--- src/rtl/mlfq_pkg.sv ---
// ----------------------------------------------------------------------------
// mlfq_pkg
// Shared constants and controller/datapath interface types for the
// three-level feedback-queue scheduler.
// ----------------------------------------------------------------------------
`default_nettype none

package mlfq_pkg;

    localparam int LEVELS = 3;

    // input kinds
    localparam logic FUNC_ADD      = 1'b0;
    localparam logic FUNC_DISPATCH = 1'b1;

    // result status codes
    localparam logic [2:0] ST_ADDED   = 3'd0;
    localparam logic [2:0] ST_RAN     = 3'd1;
    localparam logic [2:0] ST_INVALID = 3'd2;
    localparam logic [2:0] ST_FULL    = 3'd3;
    localparam logic [2:0] ST_IDLE    = 3'd4;

    // config register indexes
    localparam logic [1:0] CFG_SLICE0    = 2'd0;
    localparam logic [1:0] CFG_SLICE1    = 2'd1;
    localparam logic [1:0] CFG_SLICE2    = 2'd2;
    localparam logic [1:0] CFG_THRESHOLD = 2'd3;

    localparam logic [9:0]  SLICE0_RST    = 10'd10;
    localparam logic [9:0]  SLICE1_RST    = 10'd20;
    localparam logic [9:0]  SLICE2_RST    = 10'd40;
    localparam logic [15:0] THRESHOLD_RST = 16'd50;

    localparam logic [1:0] LVL_TOP    = 2'd0;
    localparam logic [1:0] LVL_MID    = 2'd1;
    localparam logic [1:0] LVL_BOTTOM = 2'd2;

    // controller -> datapath commands
    typedef struct packed {
        logic take_in;
        logic add;
        logic scan_init;
        logic post;
        logic scan_open;
        logic scan_next;
        logic scan_ev;
        logic sel;
        logic pop_rd;
        logic pop;
        logic append;
        logic load_out;
    } t_cmd;

    // datapath -> controller status
    typedef struct packed {
        logic is_add;
        logic sc_ne;
        logic sc_last;
        logic sc_stop;
        logic sel_found;
        logic out_free;
    } t_sts;

endpackage

`default_nettype wire

--- src/rtl/mlfq_ram.sv ---
// ----------------------------------------------------------------------------
// mlfq_ram
// Generic single-write, single-read RAM with registered read data.
// ----------------------------------------------------------------------------
`default_nettype none

module mlfq_ram #(
    parameter int WIDTH = 8,
    parameter int DEPTH = 16
) (
    input  wire logic                     i_clk,
    input  wire logic                     i_we,
    input  wire logic [$clog2(DEPTH)-1:0] i_waddr,
    input  wire logic [WIDTH-1:0]         i_wdata,
    input  wire logic [$clog2(DEPTH)-1:0] i_raddr,
    output logic      [WIDTH-1:0]         o_rdata
);

    logic [WIDTH-1:0] r_mem [DEPTH];

    always_ff @(posedge i_clk) begin
        if (i_we) begin
            r_mem[i_waddr] <= i_wdata;
        end
        o_rdata <= r_mem[i_raddr];
    end

endmodule

`default_nettype wire

--- src/rtl/mlfq_ctrl.sv ---
// ----------------------------------------------------------------------------
// mlfq_ctrl
// Sequencer: add, pre-dispatch promotion scan, level select, pop/run,
// requeue, aging scan with promotion, result hand-off.
// ----------------------------------------------------------------------------
`default_nettype none

module mlfq_ctrl (
    input  wire logic          i_clk,
    input  wire logic          i_rst_n,
    input  wire logic          i_s_tvalid,
    output logic               o_s_tready,
    input  wire mlfq_pkg::t_sts i_sts,
    output mlfq_pkg::t_cmd     o_cmd
);
    import mlfq_pkg::*;

    localparam logic [3:0] S_IDLE    = 4'd0;
    localparam logic [3:0] S_DECODE  = 4'd1;
    localparam logic [3:0] S_ADD     = 4'd2;
    localparam logic [3:0] S_SC_OPEN = 4'd3;
    localparam logic [3:0] S_SC_RD   = 4'd4;
    localparam logic [3:0] S_SC_EV   = 4'd5;
    localparam logic [3:0] S_SEL     = 4'd6;
    localparam logic [3:0] S_POP_RD  = 4'd7;
    localparam logic [3:0] S_POP     = 4'd8;
    localparam logic [3:0] S_APPEND  = 4'd9;
    localparam logic [3:0] S_OUT     = 4'd10;

    logic [3:0] r_state, n_state;
    logic       r_post, n_post;
    logic [3:0] w_phase_done;

    assign w_phase_done = r_post ? S_OUT : S_SEL;

    always_comb begin
        n_state    = r_state;
        n_post     = r_post;
        o_cmd      = '0;
        o_s_tready = 1'b0;
        unique case (r_state)
            S_IDLE: begin
                o_s_tready = 1'b1;
                if (i_s_tvalid) begin
                    o_cmd.take_in = 1'b1;
                    n_state       = S_DECODE;
                end
            end
            S_DECODE: begin
                if (i_sts.is_add) begin
                    n_state = S_ADD;
                end else begin
                    o_cmd.scan_init = 1'b1;
                    n_post          = 1'b0;
                    n_state         = S_SC_OPEN;
                end
            end
            S_ADD: begin
                o_cmd.add = 1'b1;
                n_state   = S_OUT;
            end
            S_SC_OPEN: begin
                if (i_sts.sc_ne) begin
                    o_cmd.scan_open = 1'b1;
                    n_state         = S_SC_RD;
                end else if (i_sts.sc_last) begin
                    n_state = w_phase_done;
                end else begin
                    o_cmd.scan_next = 1'b1;
                end
            end
            S_SC_RD: begin
                n_state = S_SC_EV;
            end
            S_SC_EV: begin
                o_cmd.scan_ev = 1'b1;
                if (!i_sts.sc_stop) begin
                    n_state = S_SC_RD;
                end else if (i_sts.sc_last) begin
                    n_state = w_phase_done;
                end else begin
                    o_cmd.scan_next = 1'b1;
                    n_state         = S_SC_OPEN;
                end
            end
            S_SEL: begin
                o_cmd.sel = 1'b1;
                n_state   = i_sts.sel_found ? S_POP_RD : S_OUT;
            end
            S_POP_RD: begin
                o_cmd.pop_rd = 1'b1;
                n_state      = S_POP;
            end
            S_POP: begin
                o_cmd.pop = 1'b1;
                n_state   = S_APPEND;
            end
            S_APPEND: begin
                o_cmd.append    = 1'b1;
                o_cmd.scan_init = 1'b1;
                o_cmd.post      = 1'b1;
                n_post          = 1'b1;
                n_state         = S_SC_OPEN;
            end
            S_OUT: begin
                if (i_sts.out_free) begin
                    o_cmd.load_out = 1'b1;
                    n_state        = S_IDLE;
                end
            end
            default: n_state = S_IDLE;
        endcase
    end

    always_ff @(posedge i_clk) begin
        if (!i_rst_n) begin
            r_state <= S_IDLE;
            r_post  <= 1'b0;
        end else begin
            r_state <= n_state;
            r_post  <= n_post;
        end
    end

endmodule

`default_nettype wire

--- src/rtl/mlfq_dp.sv ---
// ----------------------------------------------------------------------------
// mlfq_dp
// Datapath: config registers, process table RAMs, queue pointers, free map,
// level cursor, list walker with aging/promotion, result and output register.
// ----------------------------------------------------------------------------
`default_nettype none

module mlfq_dp #(
    parameter int MAX_PROCESSES = 16
) (
    input  wire logic           i_clk,
    input  wire logic           i_rst_n,
    input  wire mlfq_pkg::t_cmd i_cmd,
    output mlfq_pkg::t_sts      o_sts,
    input  wire logic [31:0]    i_in_data,
    input  wire logic           i_in_user,
    input  wire logic           i_cfg_we,
    input  wire logic [1:0]     i_cfg_addr,
    input  wire logic [15:0]    i_cfg_wdata,
    input  wire logic           i_out_ready,
    output logic                o_out_valid,
    output logic [63:0]         o_out_data,
    output logic [2:0]          o_out_user
);
    import mlfq_pkg::*;

    localparam int IW = $clog2(MAX_PROCESSES);

    // configuration
    logic [9:0]  r_slice [LEVELS];
    logic [15:0] r_thr;

    // latched input
    logic        r_func;
    logic [7:0]  r_name;
    logic [15:0] r_size;
    logic [2:0]  r_level;

    // queues and table control
    logic [IW-1:0]            r_head [LEVELS];
    logic [IW-1:0]            r_tail [LEVELS];
    logic [LEVELS-1:0]        r_ne;
    logic [MAX_PROCESSES-1:0] r_free;
    logic [15:0]              r_pid;
    logic [1:0]               r_cursor;
    logic                     r_phw;

    // walker
    logic [1:0]    r_sc_lv;
    logic [IW-1:0] r_cur;
    logic [IW-1:0] r_stop;
    logic [9:0]    r_addend;
    logic [IW:0]   r_cnt;

    // run
    logic [1:0]    r_lv;
    logic [IW-1:0] r_h;
    logic [1:0]    r_nxt;
    logic          r_done;

    // pending result
    logic [2:0]  r_res_status;
    logic [15:0] r_res_pid;
    logic [7:0]  r_res_name;
    logic [1:0]  r_res_level;
    logic [9:0]  r_res_slice;
    logic [16:0] r_res_left;
    logic        r_res_fin;
    logic [1:0]  r_res_next;

    // RAM read data
    logic [7:0]    w_label_rd;
    logic [15:0]   w_work_rd;
    logic [15:0]   w_wait_rd;
    logic [15:0]   w_pid_rd;
    logic [IW-1:0] w_link_rd;

    logic [IW-1:0] w_raddr;
    assign w_raddr = i_cmd.pop_rd ? r_head[r_lv] : r_cur;

    // first free slot
    logic          w_free_found;
    logic [IW-1:0] w_slot;
    always_comb begin
        w_free_found = 1'b0;
        w_slot       = '0;
        for (int i = MAX_PROCESSES - 1; i >= 0; i--) begin
            if (r_free[i]) begin
                w_free_found = 1'b1;
                w_slot       = IW'(i);
            end
        end
    end

    logic        w_lvl_ok, w_add_ok;
    logic [15:0] w_pid_inc;
    assign w_lvl_ok  = r_level < 3'(LEVELS);
    assign w_add_ok  = i_cmd.add && w_lvl_ok && w_free_found;
    assign w_pid_inc = r_pid + 16'd1;

    // level select
    logic [LEVELS-1:0] w_ge_mask, w_cand;
    logic              w_f1v, w_sel_found;
    logic [1:0]        w_f1, w_f0, w_sel_lv;
    always_comb begin
        unique case (r_cursor)
            LVL_TOP:    w_ge_mask = 3'b111;
            LVL_MID:    w_ge_mask = 3'b110;
            default:    w_ge_mask = 3'b100;
        endcase
        w_cand      = r_ne & w_ge_mask;
        w_f1v       = |w_cand;
        w_f1        = w_cand[0] ? LVL_TOP : (w_cand[1] ? LVL_MID : LVL_BOTTOM);
        w_f0        = r_ne[0] ? LVL_TOP : (r_ne[1] ? LVL_MID : LVL_BOTTOM);
        w_sel_found = w_f1v || (r_phw && (|r_ne));
        w_sel_lv    = w_f1v ? w_f1 : w_f0;
    end

    // run arithmetic
    logic [9:0]  w_run_slice;
    logic [16:0] w_left;
    logic        w_run_done;
    logic [1:0]  w_nxt;
    assign w_run_slice = r_slice[r_lv];
    assign w_left      = {1'b0, w_work_rd} - {7'b0, w_run_slice};
    assign w_run_done  = w_left[16] || (w_left == 17'd0);
    assign w_nxt       = w_run_done ? LVL_TOP : ((r_lv == LVL_BOTTOM) ? LVL_BOTTOM : r_lv + 2'd1);

    // aging and promotion of one walked entry
    logic [16:0] w_wsum;
    logic [15:0] w_wsat, w_wnew;
    logic        w_prom;
    logic [1:0]  w_dest;
    assign w_wsum = {1'b0, w_wait_rd} + {7'b0, r_addend};
    assign w_wsat = w_wsum[16] ? 16'hFFFF : w_wsum[15:0];
    assign w_prom = w_wsat >= r_thr;
    assign w_wnew = w_prom ? 16'd0 : w_wsat;
    assign w_dest = w_prom ? r_sc_lv - 2'd1 : r_sc_lv;

    // shared tail-append port
    logic          w_app_en;
    logic [1:0]    w_app_lv;
    logic [IW-1:0] w_app_e;
    always_comb begin
        w_app_en = 1'b0;
        w_app_lv = r_level[1:0];
        w_app_e  = w_slot;
        if (w_add_ok) begin
            w_app_en = 1'b1;
        end else if (i_cmd.scan_ev) begin
            w_app_en = 1'b1;
            w_app_lv = w_dest;
            w_app_e  = r_cur;
        end else if (i_cmd.append && !r_done) begin
            w_app_en = 1'b1;
            w_app_lv = r_nxt;
            w_app_e  = r_h;
        end
    end

    logic w_link_we;
    assign w_link_we = w_app_en && r_ne[w_app_lv];

    logic          w_work_we, w_wait_we;
    logic [IW-1:0] w_work_wa, w_wait_wa;
    logic [15:0]   w_work_wd, w_wait_wd;
    assign w_work_we = w_add_ok || (i_cmd.pop && !w_run_done);
    assign w_work_wa = w_add_ok ? w_slot : r_h;
    assign w_work_wd = w_add_ok ? r_size : w_left[15:0];
    assign w_wait_we = w_add_ok || i_cmd.scan_ev;
    assign w_wait_wa = w_add_ok ? w_slot : r_cur;
    assign w_wait_wd = w_add_ok ? 16'd0 : w_wnew;

    mlfq_ram #(.WIDTH(8), .DEPTH(MAX_PROCESSES)) u_label (
        .i_clk(i_clk), .i_we(w_add_ok), .i_waddr(w_slot), .i_wdata(r_name),
        .i_raddr(w_raddr), .o_rdata(w_label_rd)
    );
    mlfq_ram #(.WIDTH(16), .DEPTH(MAX_PROCESSES)) u_work (
        .i_clk(i_clk), .i_we(w_work_we), .i_waddr(w_work_wa), .i_wdata(w_work_wd),
        .i_raddr(w_raddr), .o_rdata(w_work_rd)
    );
    mlfq_ram #(.WIDTH(16), .DEPTH(MAX_PROCESSES)) u_wait (
        .i_clk(i_clk), .i_we(w_wait_we), .i_waddr(w_wait_wa), .i_wdata(w_wait_wd),
        .i_raddr(w_raddr), .o_rdata(w_wait_rd)
    );
    mlfq_ram #(.WIDTH(16), .DEPTH(MAX_PROCESSES)) u_pid (
        .i_clk(i_clk), .i_we(w_add_ok), .i_waddr(w_slot), .i_wdata(w_pid_inc),
        .i_raddr(w_raddr), .o_rdata(w_pid_rd)
    );
    mlfq_ram #(.WIDTH(IW), .DEPTH(MAX_PROCESSES)) u_link (
        .i_clk(i_clk), .i_we(w_link_we), .i_waddr(r_tail[w_app_lv]), .i_wdata(w_app_e),
        .i_raddr(w_raddr), .o_rdata(w_link_rd)
    );

    // control state
    always_ff @(posedge i_clk) begin
        if (!i_rst_n) begin
            r_slice[0] <= SLICE0_RST;
            r_slice[1] <= SLICE1_RST;
            r_slice[2] <= SLICE2_RST;
            r_thr      <= THRESHOLD_RST;
            for (int l = 0; l < LEVELS; l++) begin
                r_head[l] <= '0;
                r_tail[l] <= '0;
            end
            r_ne        <= '0;
            r_free      <= '1;
            r_pid       <= '0;
            r_cursor    <= LVL_TOP;
            r_phw       <= 1'b0;
            o_out_valid <= 1'b0;
        end else begin
            if (i_cfg_we) begin
                unique case (i_cfg_addr)
                    CFG_SLICE0:    r_slice[0] <= i_cfg_wdata[9:0];
                    CFG_SLICE1:    r_slice[1] <= i_cfg_wdata[9:0];
                    CFG_SLICE2:    r_slice[2] <= i_cfg_wdata[9:0];
                    CFG_THRESHOLD: r_thr      <= i_cfg_wdata;
                    default: ;
                endcase
            end
            if (i_cmd.add && (!w_lvl_ok || w_free_found)) begin
                r_pid <= w_pid_inc;
            end
            if (w_add_ok) begin
                r_free[w_slot] <= 1'b0;
            end
            if (i_cmd.scan_open) begin
                r_ne[r_sc_lv] <= 1'b0;
            end
            if (i_cmd.sel) begin
                r_cursor <= w_sel_found ? w_sel_lv : LVL_TOP;
                r_phw    <= w_sel_found;
            end
            if (i_cmd.pop) begin
                if (r_h == r_tail[r_lv]) begin
                    r_ne[r_lv] <= 1'b0;
                end else begin
                    r_head[r_lv] <= w_link_rd;
                end
                if (w_run_done) begin
                    r_free[r_h] <= 1'b1;
                end
            end
            if (w_app_en) begin
                if (!r_ne[w_app_lv]) begin
                    r_head[w_app_lv] <= w_app_e;
                end
                r_tail[w_app_lv] <= w_app_e;
                r_ne[w_app_lv]   <= 1'b1;
            end
            if (i_cmd.load_out) begin
                o_out_valid <= 1'b1;
            end else if (i_out_ready) begin
                o_out_valid <= 1'b0;
            end
        end
    end

    // payload
    always_ff @(posedge i_clk) begin
        if (i_cmd.take_in) begin
            r_func  <= i_in_user;
            r_name  <= i_in_data[7:0];
            r_size  <= i_in_data[23:8];
            r_level <= i_in_data[26:24];
        end
        if (i_cmd.scan_init) begin
            r_sc_lv  <= LVL_MID;
            r_cnt    <= '0;
            r_addend <= i_cmd.post ? r_res_slice : 10'd0;
        end else if (i_cmd.scan_next) begin
            r_sc_lv <= r_sc_lv + 2'd1;
        end
        if (i_cmd.scan_open) begin
            r_cur  <= r_head[r_sc_lv];
            r_stop <= r_tail[r_sc_lv];
        end
        if (i_cmd.scan_ev) begin
            r_cnt <= r_cnt + (IW+1)'(w_prom);
            if (r_cur != r_stop) begin
                r_cur <= w_link_rd;
            end
        end
        if (i_cmd.add) begin
            r_res_status <= !w_lvl_ok ? ST_INVALID : (w_free_found ? ST_ADDED : ST_FULL);
            r_res_pid    <= (!w_lvl_ok || w_free_found) ? w_pid_inc : 16'd0;
            r_res_name   <= '0;
            r_res_level  <= '0;
            r_res_slice  <= '0;
            r_res_left   <= '0;
            r_res_fin    <= 1'b0;
            r_res_next   <= '0;
        end
        if (i_cmd.sel) begin
            r_lv <= w_sel_lv;
            if (!w_sel_found) begin
                r_res_status <= ST_IDLE;
                r_res_pid    <= '0;
                r_res_name   <= '0;
                r_res_level  <= '0;
                r_res_slice  <= '0;
                r_res_left   <= '0;
                r_res_fin    <= 1'b0;
                r_res_next   <= '0;
            end
        end
        if (i_cmd.pop_rd) begin
            r_h <= r_head[r_lv];
        end
        if (i_cmd.pop) begin
            r_done       <= w_run_done;
            r_nxt        <= w_nxt;
            r_res_status <= ST_RAN;
            r_res_pid    <= w_pid_rd;
            r_res_name   <= w_label_rd;
            r_res_level  <= r_lv;
            r_res_slice  <= w_run_slice;
            r_res_left   <= w_left;
            r_res_fin    <= w_run_done;
            r_res_next   <= w_nxt;
        end
        if (i_cmd.load_out) begin
            o_out_user <= r_res_status;
            o_out_data <= {3'b0,
                           (r_res_status == ST_RAN) ? 5'(r_cnt) : 5'd0,
                           r_res_next, r_res_fin, r_res_left, r_res_slice,
                           r_res_level, r_res_name, r_res_pid};
        end
    end

    assign o_sts.is_add    = r_func == FUNC_ADD;
    assign o_sts.sc_ne     = r_ne[r_sc_lv];
    assign o_sts.sc_last   = r_sc_lv == LVL_BOTTOM;
    assign o_sts.sc_stop   = r_cur == r_stop;
    assign o_sts.sel_found = w_sel_found;
    assign o_sts.out_free  = !o_out_valid || i_out_ready;

    // checks
    a_pop_nonempty: assert property (@(posedge i_clk) disable iff (!i_rst_n)
        i_cmd.pop |-> r_ne[r_lv])
        else $error("pop from an empty queue");

    a_open_clears: assert property (@(posedge i_clk) disable iff (!i_rst_n)
        i_cmd.scan_open |=> !r_ne[$past(r_sc_lv)])
        else $error("walked queue not detached");

    a_cursor_range: assert property (@(posedge i_clk) disable iff (!i_rst_n)
        r_cursor != 2'd3)
        else $error("level cursor out of range");

    a_add_alloc: assert property (@(posedge i_clk) disable iff (!i_rst_n)
        w_add_ok |=> !r_free[$past(w_slot)])
        else $error("allocated slot still marked free");

endmodule

`default_nettype wire

--- src/rtl/mlfq_scheduler_with_aging.sv ---
// ----------------------------------------------------------------------------
// mlfq_scheduler_with_aging
// Three-level feedback-queue process scheduler with waiting-time promotion.
// ----------------------------------------------------------------------------
// Usage:
//  - Input stream (s_axis): tuser = func (0 add, 1 dispatch); tdata carries
//    new_name[7:0], new_size[23:8], new_level[26:24]. One transfer per item.
//  - Output stream (m_axis): exactly one result per input item; tuser is the
//    status code, tdata the run details (see port comments).
//  - Config: write i_cfg_we/i_cfg_addr/i_cfg_wdata only while idle.
//  - Add: decode, table write and queue append, then result load.
//  - Dispatch: two list walks over queues 1 and 2, each queued entry
//    taking one table RAM read, then update/requeue, plus the control
//    steps (4 queue opens, decode, select, two pop steps, requeue, result
//    load). Dispatch time grows with the processes queued at levels 1
//    and 2: the list walker and the single read port of the table RAMs
//    handle one entry at a time.
//  - One item in flight; s_axis_tready is high only between items. The
//    result register lets a new item be taken while a result waits; a
//    stalled m_axis holds the next result in the sequencer until free.
//  - Reset (synchronous, active low): all queues empty, all entries free,
//    pid counter and level cursor zero, slices 10/20/40, threshold 50.
// ----------------------------------------------------------------------------
`default_nettype none

module mlfq_scheduler_with_aging #(
    parameter int MAX_PROCESSES = 16
) (
    input  wire logic        i_clk,
    input  wire logic        i_rst_n,
    // slave stream
    input  wire logic        s_axis_tvalid,
    output logic             s_axis_tready,
    input  wire logic [31:0] s_axis_tdata,   // new_name[7:0], new_size[23:8], new_level[26:24]
    input  wire logic        s_axis_tuser,   // func[0]
    // master stream
    output logic             m_axis_tvalid,
    input  wire logic        m_axis_tready,
    output logic [63:0]      m_axis_tdata,   // pid_out[15:0], run_name[23:16],
                                             // run_level[25:24], run_slice[35:26],
                                             // size_left[52:36], finished[53],
                                             // next_level[55:54], promoted_count[60:56]
    output logic [2:0]       m_axis_tuser,   // status[2:0]
    // configuration writes
    input  wire logic        i_cfg_we,
    input  wire logic [1:0]  i_cfg_addr,
    input  wire logic [15:0] i_cfg_wdata
);
    import mlfq_pkg::*;

    t_cmd w_cmd;
    t_sts w_sts;

    // sequencer
    mlfq_ctrl u_ctrl (
        .i_clk      (i_clk),
        .i_rst_n    (i_rst_n),
        .i_s_tvalid (s_axis_tvalid),
        .o_s_tready (s_axis_tready),
        .i_sts      (w_sts),
        .o_cmd      (w_cmd)
    );

    // table, queues, arithmetic and result register
    mlfq_dp #(.MAX_PROCESSES(MAX_PROCESSES)) u_dp (
        .i_clk       (i_clk),
        .i_rst_n     (i_rst_n),
        .i_cmd       (w_cmd),
        .o_sts       (w_sts),
        .i_in_data   (s_axis_tdata),
        .i_in_user   (s_axis_tuser),
        .i_cfg_we    (i_cfg_we),
        .i_cfg_addr  (i_cfg_addr),
        .i_cfg_wdata (i_cfg_wdata),
        .i_out_ready (m_axis_tready),
        .o_out_valid (m_axis_tvalid),
        .o_out_data  (m_axis_tdata),
        .o_out_user  (m_axis_tuser)
    );

endmodule

`default_nettype wire

--- config.mk ---
export PLATFORM = sky130hd
export DESIGN_NAME = mlfq_scheduler_with_aging
export DESIGN_NICKNAME = d
export VERILOG_FILES = /design/src/rtl/mlfq_pkg.sv /design/src/rtl/mlfq_ram.sv /design/src/rtl/mlfq_ctrl.sv /design/src/rtl/mlfq_dp.sv /design/src/rtl/mlfq_scheduler_with_aging.sv
export SDC_FILE = /design/constraint.sdc
export NUM_CORES = 2
export LEC_CHECK = 0
export BUFFER_PORTS_ARGS = -buffer_cell sky130_fd_sc_hd__buf_2
export CORE_MARGIN = 10
export CORE_UTILIZATION = 50
export DETAILED_ROUTE_END_ITERATION = 7
export GPL_ROUTABILITY_DRIVEN = 0
export GPL_TIMING_DRIVEN = 0
export PLACE_DENSITY = 0.77
export SLEW_MARGIN = 10
export SYNTH_ARGS = -nofsm -noshare
export SYNTH_HDL_FRONTEND = slang
export SYNTH_SLANG_ARGS = --single-unit
export TNS_END_PERCENT = 5
--- constraint.sdc ---
create_clock -name i_clk -period 5.7 [get_ports i_clk]
set_input_delay 0.285 -clock i_clk [delete_from_list [all_inputs] [get_ports i_clk]]
set_output_delay 0.285 -clock i_clk [all_outputs]
set_load 0.02 [all_outputs]
==> impl_metrics.toml <==
[floorplan]
ios = 125
die_width_um = 348.5
initial_core_util_pct = 50.39
die_h_um = 348.5
die-area_um2 = 121400
core_um2 = 107100
num_rows = 120

[worst_setup_path]
crit_path_max_fanout = 5
cp-end-kind = "flip-flop"
crit_path_start = "u_dp.r_addend[0]"
cp.required_ns = 6.12
r2r_start = "u_dp.r_addend[0]"
start_kind = "flip-flop"
cp_data_arrival_time_ns = 6.02
crit_type = "reg2reg"

[grt]
grt_use_total_pct = 24.18
globalRouteOverflowTotal = 0
grt_max_degree = 26
grt_pass1_wl_mm = 221.7
grt_pass1_vias = 35413
antenna_found_initial = 7

[timing]
hold_viol = 0
report.final.slew_viol_count = 0
clock.fmax_mhz = 178.7
post-route-period-util_pct = 98.20
period_minus_slack_ns = 5.597
maxSlewHeadroom_pct = 10.10
setup_viol = 0
hold_ws_ns = 0.03456
finalWorstSetupSlack_ns = 0.1027
clock_skew_ns = 0.03532
tightest_slew_ns = 1.349

[worst_hold_path]
hp-class = "in2reg"
hold_path_startpoint = "s_axis_tvalid"

[routing]
top_layer = "met5"
drt_iter0_markers = 5005
met3_length_mm = 17.50
wl_per_cell_um = 25.80
routed-wl-met2_mm = 71.17
vias = 36772
first_pass_iters = 8
drtAntennaViolNets = 0
drc = 3
met1Wirelength_mm = 55.44
via_per_inst = 6.203
drt_wl_total_mm = 153.0

[cells_and_area]
fin_nets = 4522
regArea_um2 = 38080
area_growth_pct = 15.92
multiInputGateArea_um2 = 15240
stdcell_count = 5928
drive_above_1_share_pct = 13.82
nFillCells = 7871

[synthesis]
syn_avg_cell_area_um2 = 13.30
synth_top_area_cell = "edfxtp_1"
ys_warn_count = 0
yosysUniqueCellTypes = 94
ys_top_cells_by_area = "edfxtp_1, dfxtp_1, nand2_1, a211oi_1, and2_1"
ys_seq_elements = 1331
yosys-top-cells-count = "edfxtp_1, nand2_1, a211oi_1"
yosysSeqAreaShare_pct = 70.58
synth_ff_type = "edfxtp_1"
yosysMostFrequentCell = "edfxtp_1"
syn_inst = 4056
syn_area_um2 = 53950
synthArstFlopShare_pct = 0
netlist.area_leader.share_pct = 63.57
synth_edf_count = 1142

[clock_network]
clk_pin_slew_ns = 0.07
cts_buffers = 120
cts_buffer_depth = 3
root_buffer = "clkbuf_16"
numClockSinks = 1331
cts_tree = "yes"
clock_latency_ns = 0.73
htree_num_levels = 3

[power]
sw_frac_of_total_pct = 34.66
combPwrFrac_pct = 29.1
switchingPower_w = 0.01040
pwr-share-seq_pct = 43.3
power.density_nw_per_um2 = 479.7
internal_power_w = 0.01960
p_leak_nw = 21.35
vdd_drop_max_mv = 0.4386
clkPwrFrac_pct = 27.6

[placed_design]
dp.cells = 5633
port_buffers = 116
pre_cts_ws_ns = -1.342
hpwl_mm = 103.8

[status]
outcome = "finished, violations left"
violations = "design-rule violations"

[run]
drv_cap = 0
through the flow:
stage	power, W	area (um2)	util, %	TNS, ns
4_1_cts	0.02957	62210	58.12	-3.395
5_1_grt	0.03088	62530	58.41	-0.1328
3_5_place_dp	0.02120	57330	53.55	-223.39
2_1_floorplan	0.01771	53960	-	0
3_3_place_gp	0.02073	56290	52.58	-412.77
6_report	0.03000	62540	58.42	0
per-layer routing:
layer  vias up  GRT usage, %
met3       434         5.826
met2      2324         38.75
met1     17987         30.25
met4         6         13.06
li1      16021             -
met5         -             0
final timing paths:
path	to	slack (ns)	cells after the start
setup / recovery	u_dp.u_link.r_mem[0][3]	0.10	20
hold / removal	u_dp.r_level[0]	0.03	2
setup reg to reg	u_dp.u_link.r_mem[0][3]	0.10	20
hold reg to reg	u_dp.o_out_data[17]	0.43	0
worst max-delay path: stages (launching register included):
cell	delay [ns]
edfxtp_1	0.38
ha_1	0.23
fa_2	0.36
a21o_1	0.22
a21oi_4	0.17
o21ai_2	0.10
a31o_2	0.28
a21oi_4	0.21
nor3_2	0.10
or2_2	0.32
ha_1	0.29
a211oi_1	0.25
o211ai_1	0.26
a211oi_4	0.38
mux2i_4	0.41
buf_4	0.17
buf_4	0.11
mux2i_2	0.28
mux2_4	0.26
nand3_1	0.26
nor2_4	0.24
cell type report:
class	count	area share, %
flip-flops and latches	1331	60.89
multi-input cells	2395	24.38
clock buffers	154	5.292
repair buffers	239	3.209
well taps	1403	2.807
plain buffers	260	1.783
clock inverters	73	1.212
inverters	71	0.4262
diodes	2	0.008003
cells in the final DEF, fill, tap and decap left out, types with 17 or more instances in the layout:
cell type and instances:
xnor2_1 21, inv_1 69, a311oi_1 121, buf_4 37
clkbuf_16 127, nor2_2 27, nor2_1 113, mux2i_1 25
a21oi_1 183, o21ai_0 65, edfxtp_1 1142, and2_0 17
xor2_1 22, clkbuf_1 225, and3_1 18, clkinv_2 26
and2_1 252, buf_8 25, nand3_1 24, dlygate4sd3_1 49
nor2_4 25, nand2_1 660, buf_2 143, ha_1 46
a31oi_1 129, dfxtp_1 189, a211oi_1 307, nand2b_1 19
power groups by stage:
stage	Sequential, W	Clock (W)	Combinational [W]
6_report	0.0130	0.00826	0.00873
5_1_grt	0.0130	0.00865	0.00920
4_1_cts	0.0130	0.00828	0.00832
3_5_place_dp	0.0132	0	0.00802
3_3_place_gp	0.0132	0	0.00752
2_1_floorplan	0.0129	0	0.00478
sequential cells by signal (all words and copies together), names as in the netlist, 8 cells and up, named ones only:
signal and count:
u_dp.u_pid.r_mem 256, u_dp.u_wait.r_mem 256, u_dp.u_work.r_mem 256, u_dp.u_label.r_mem 128
u_dp.u_link.r_mem 64, u_dp.o_out_data 61, u_dp.r_slice 30, u_dp.r_res_left 17
u_dp.r_free 16, u_dp.r_head 16, u_dp.r_pid 16, u_dp.r_res_pid 16
u_dp.r_size 16, u_dp.r_tail 16, u_dp.r_thr 16, u_dp.u_pid.o_rdata 16
u_dp.u_wait.o_rdata 16, u_dp.u_work.o_rdata 16, u_dp.r_addend 10, u_dp.r_res_slice 10
u_dp.r_name 8, u_dp.r_res_name 8, u_dp.u_label.o_rdata 8
kinds of logic after synthesis:
group | Yosys count | synth area share, %
AO/OA/AOI/OAI | 966 | 12.46
XOR/XNOR | 52 | 0.8442
buffers and inverters | 332 | 2.514
multiplexers | 56 | 1.438
other | 1 | 0.006951
adder cells (fa/ha/maj) | 48 | 1.141
AND/OR/NAND/NOR | 1270 | 11.01
flip-flops | 1331 | 70.58
timing repair:
item,in CTS,in global routing
hold endpoints to repair,80,0
gates resized for setup,61,35
endpoints found under the setup margin,531,527
pin swaps,8,11
hold buffers,49,0
buffers inserted,7,9
Power figures use the tool's default switching activity.
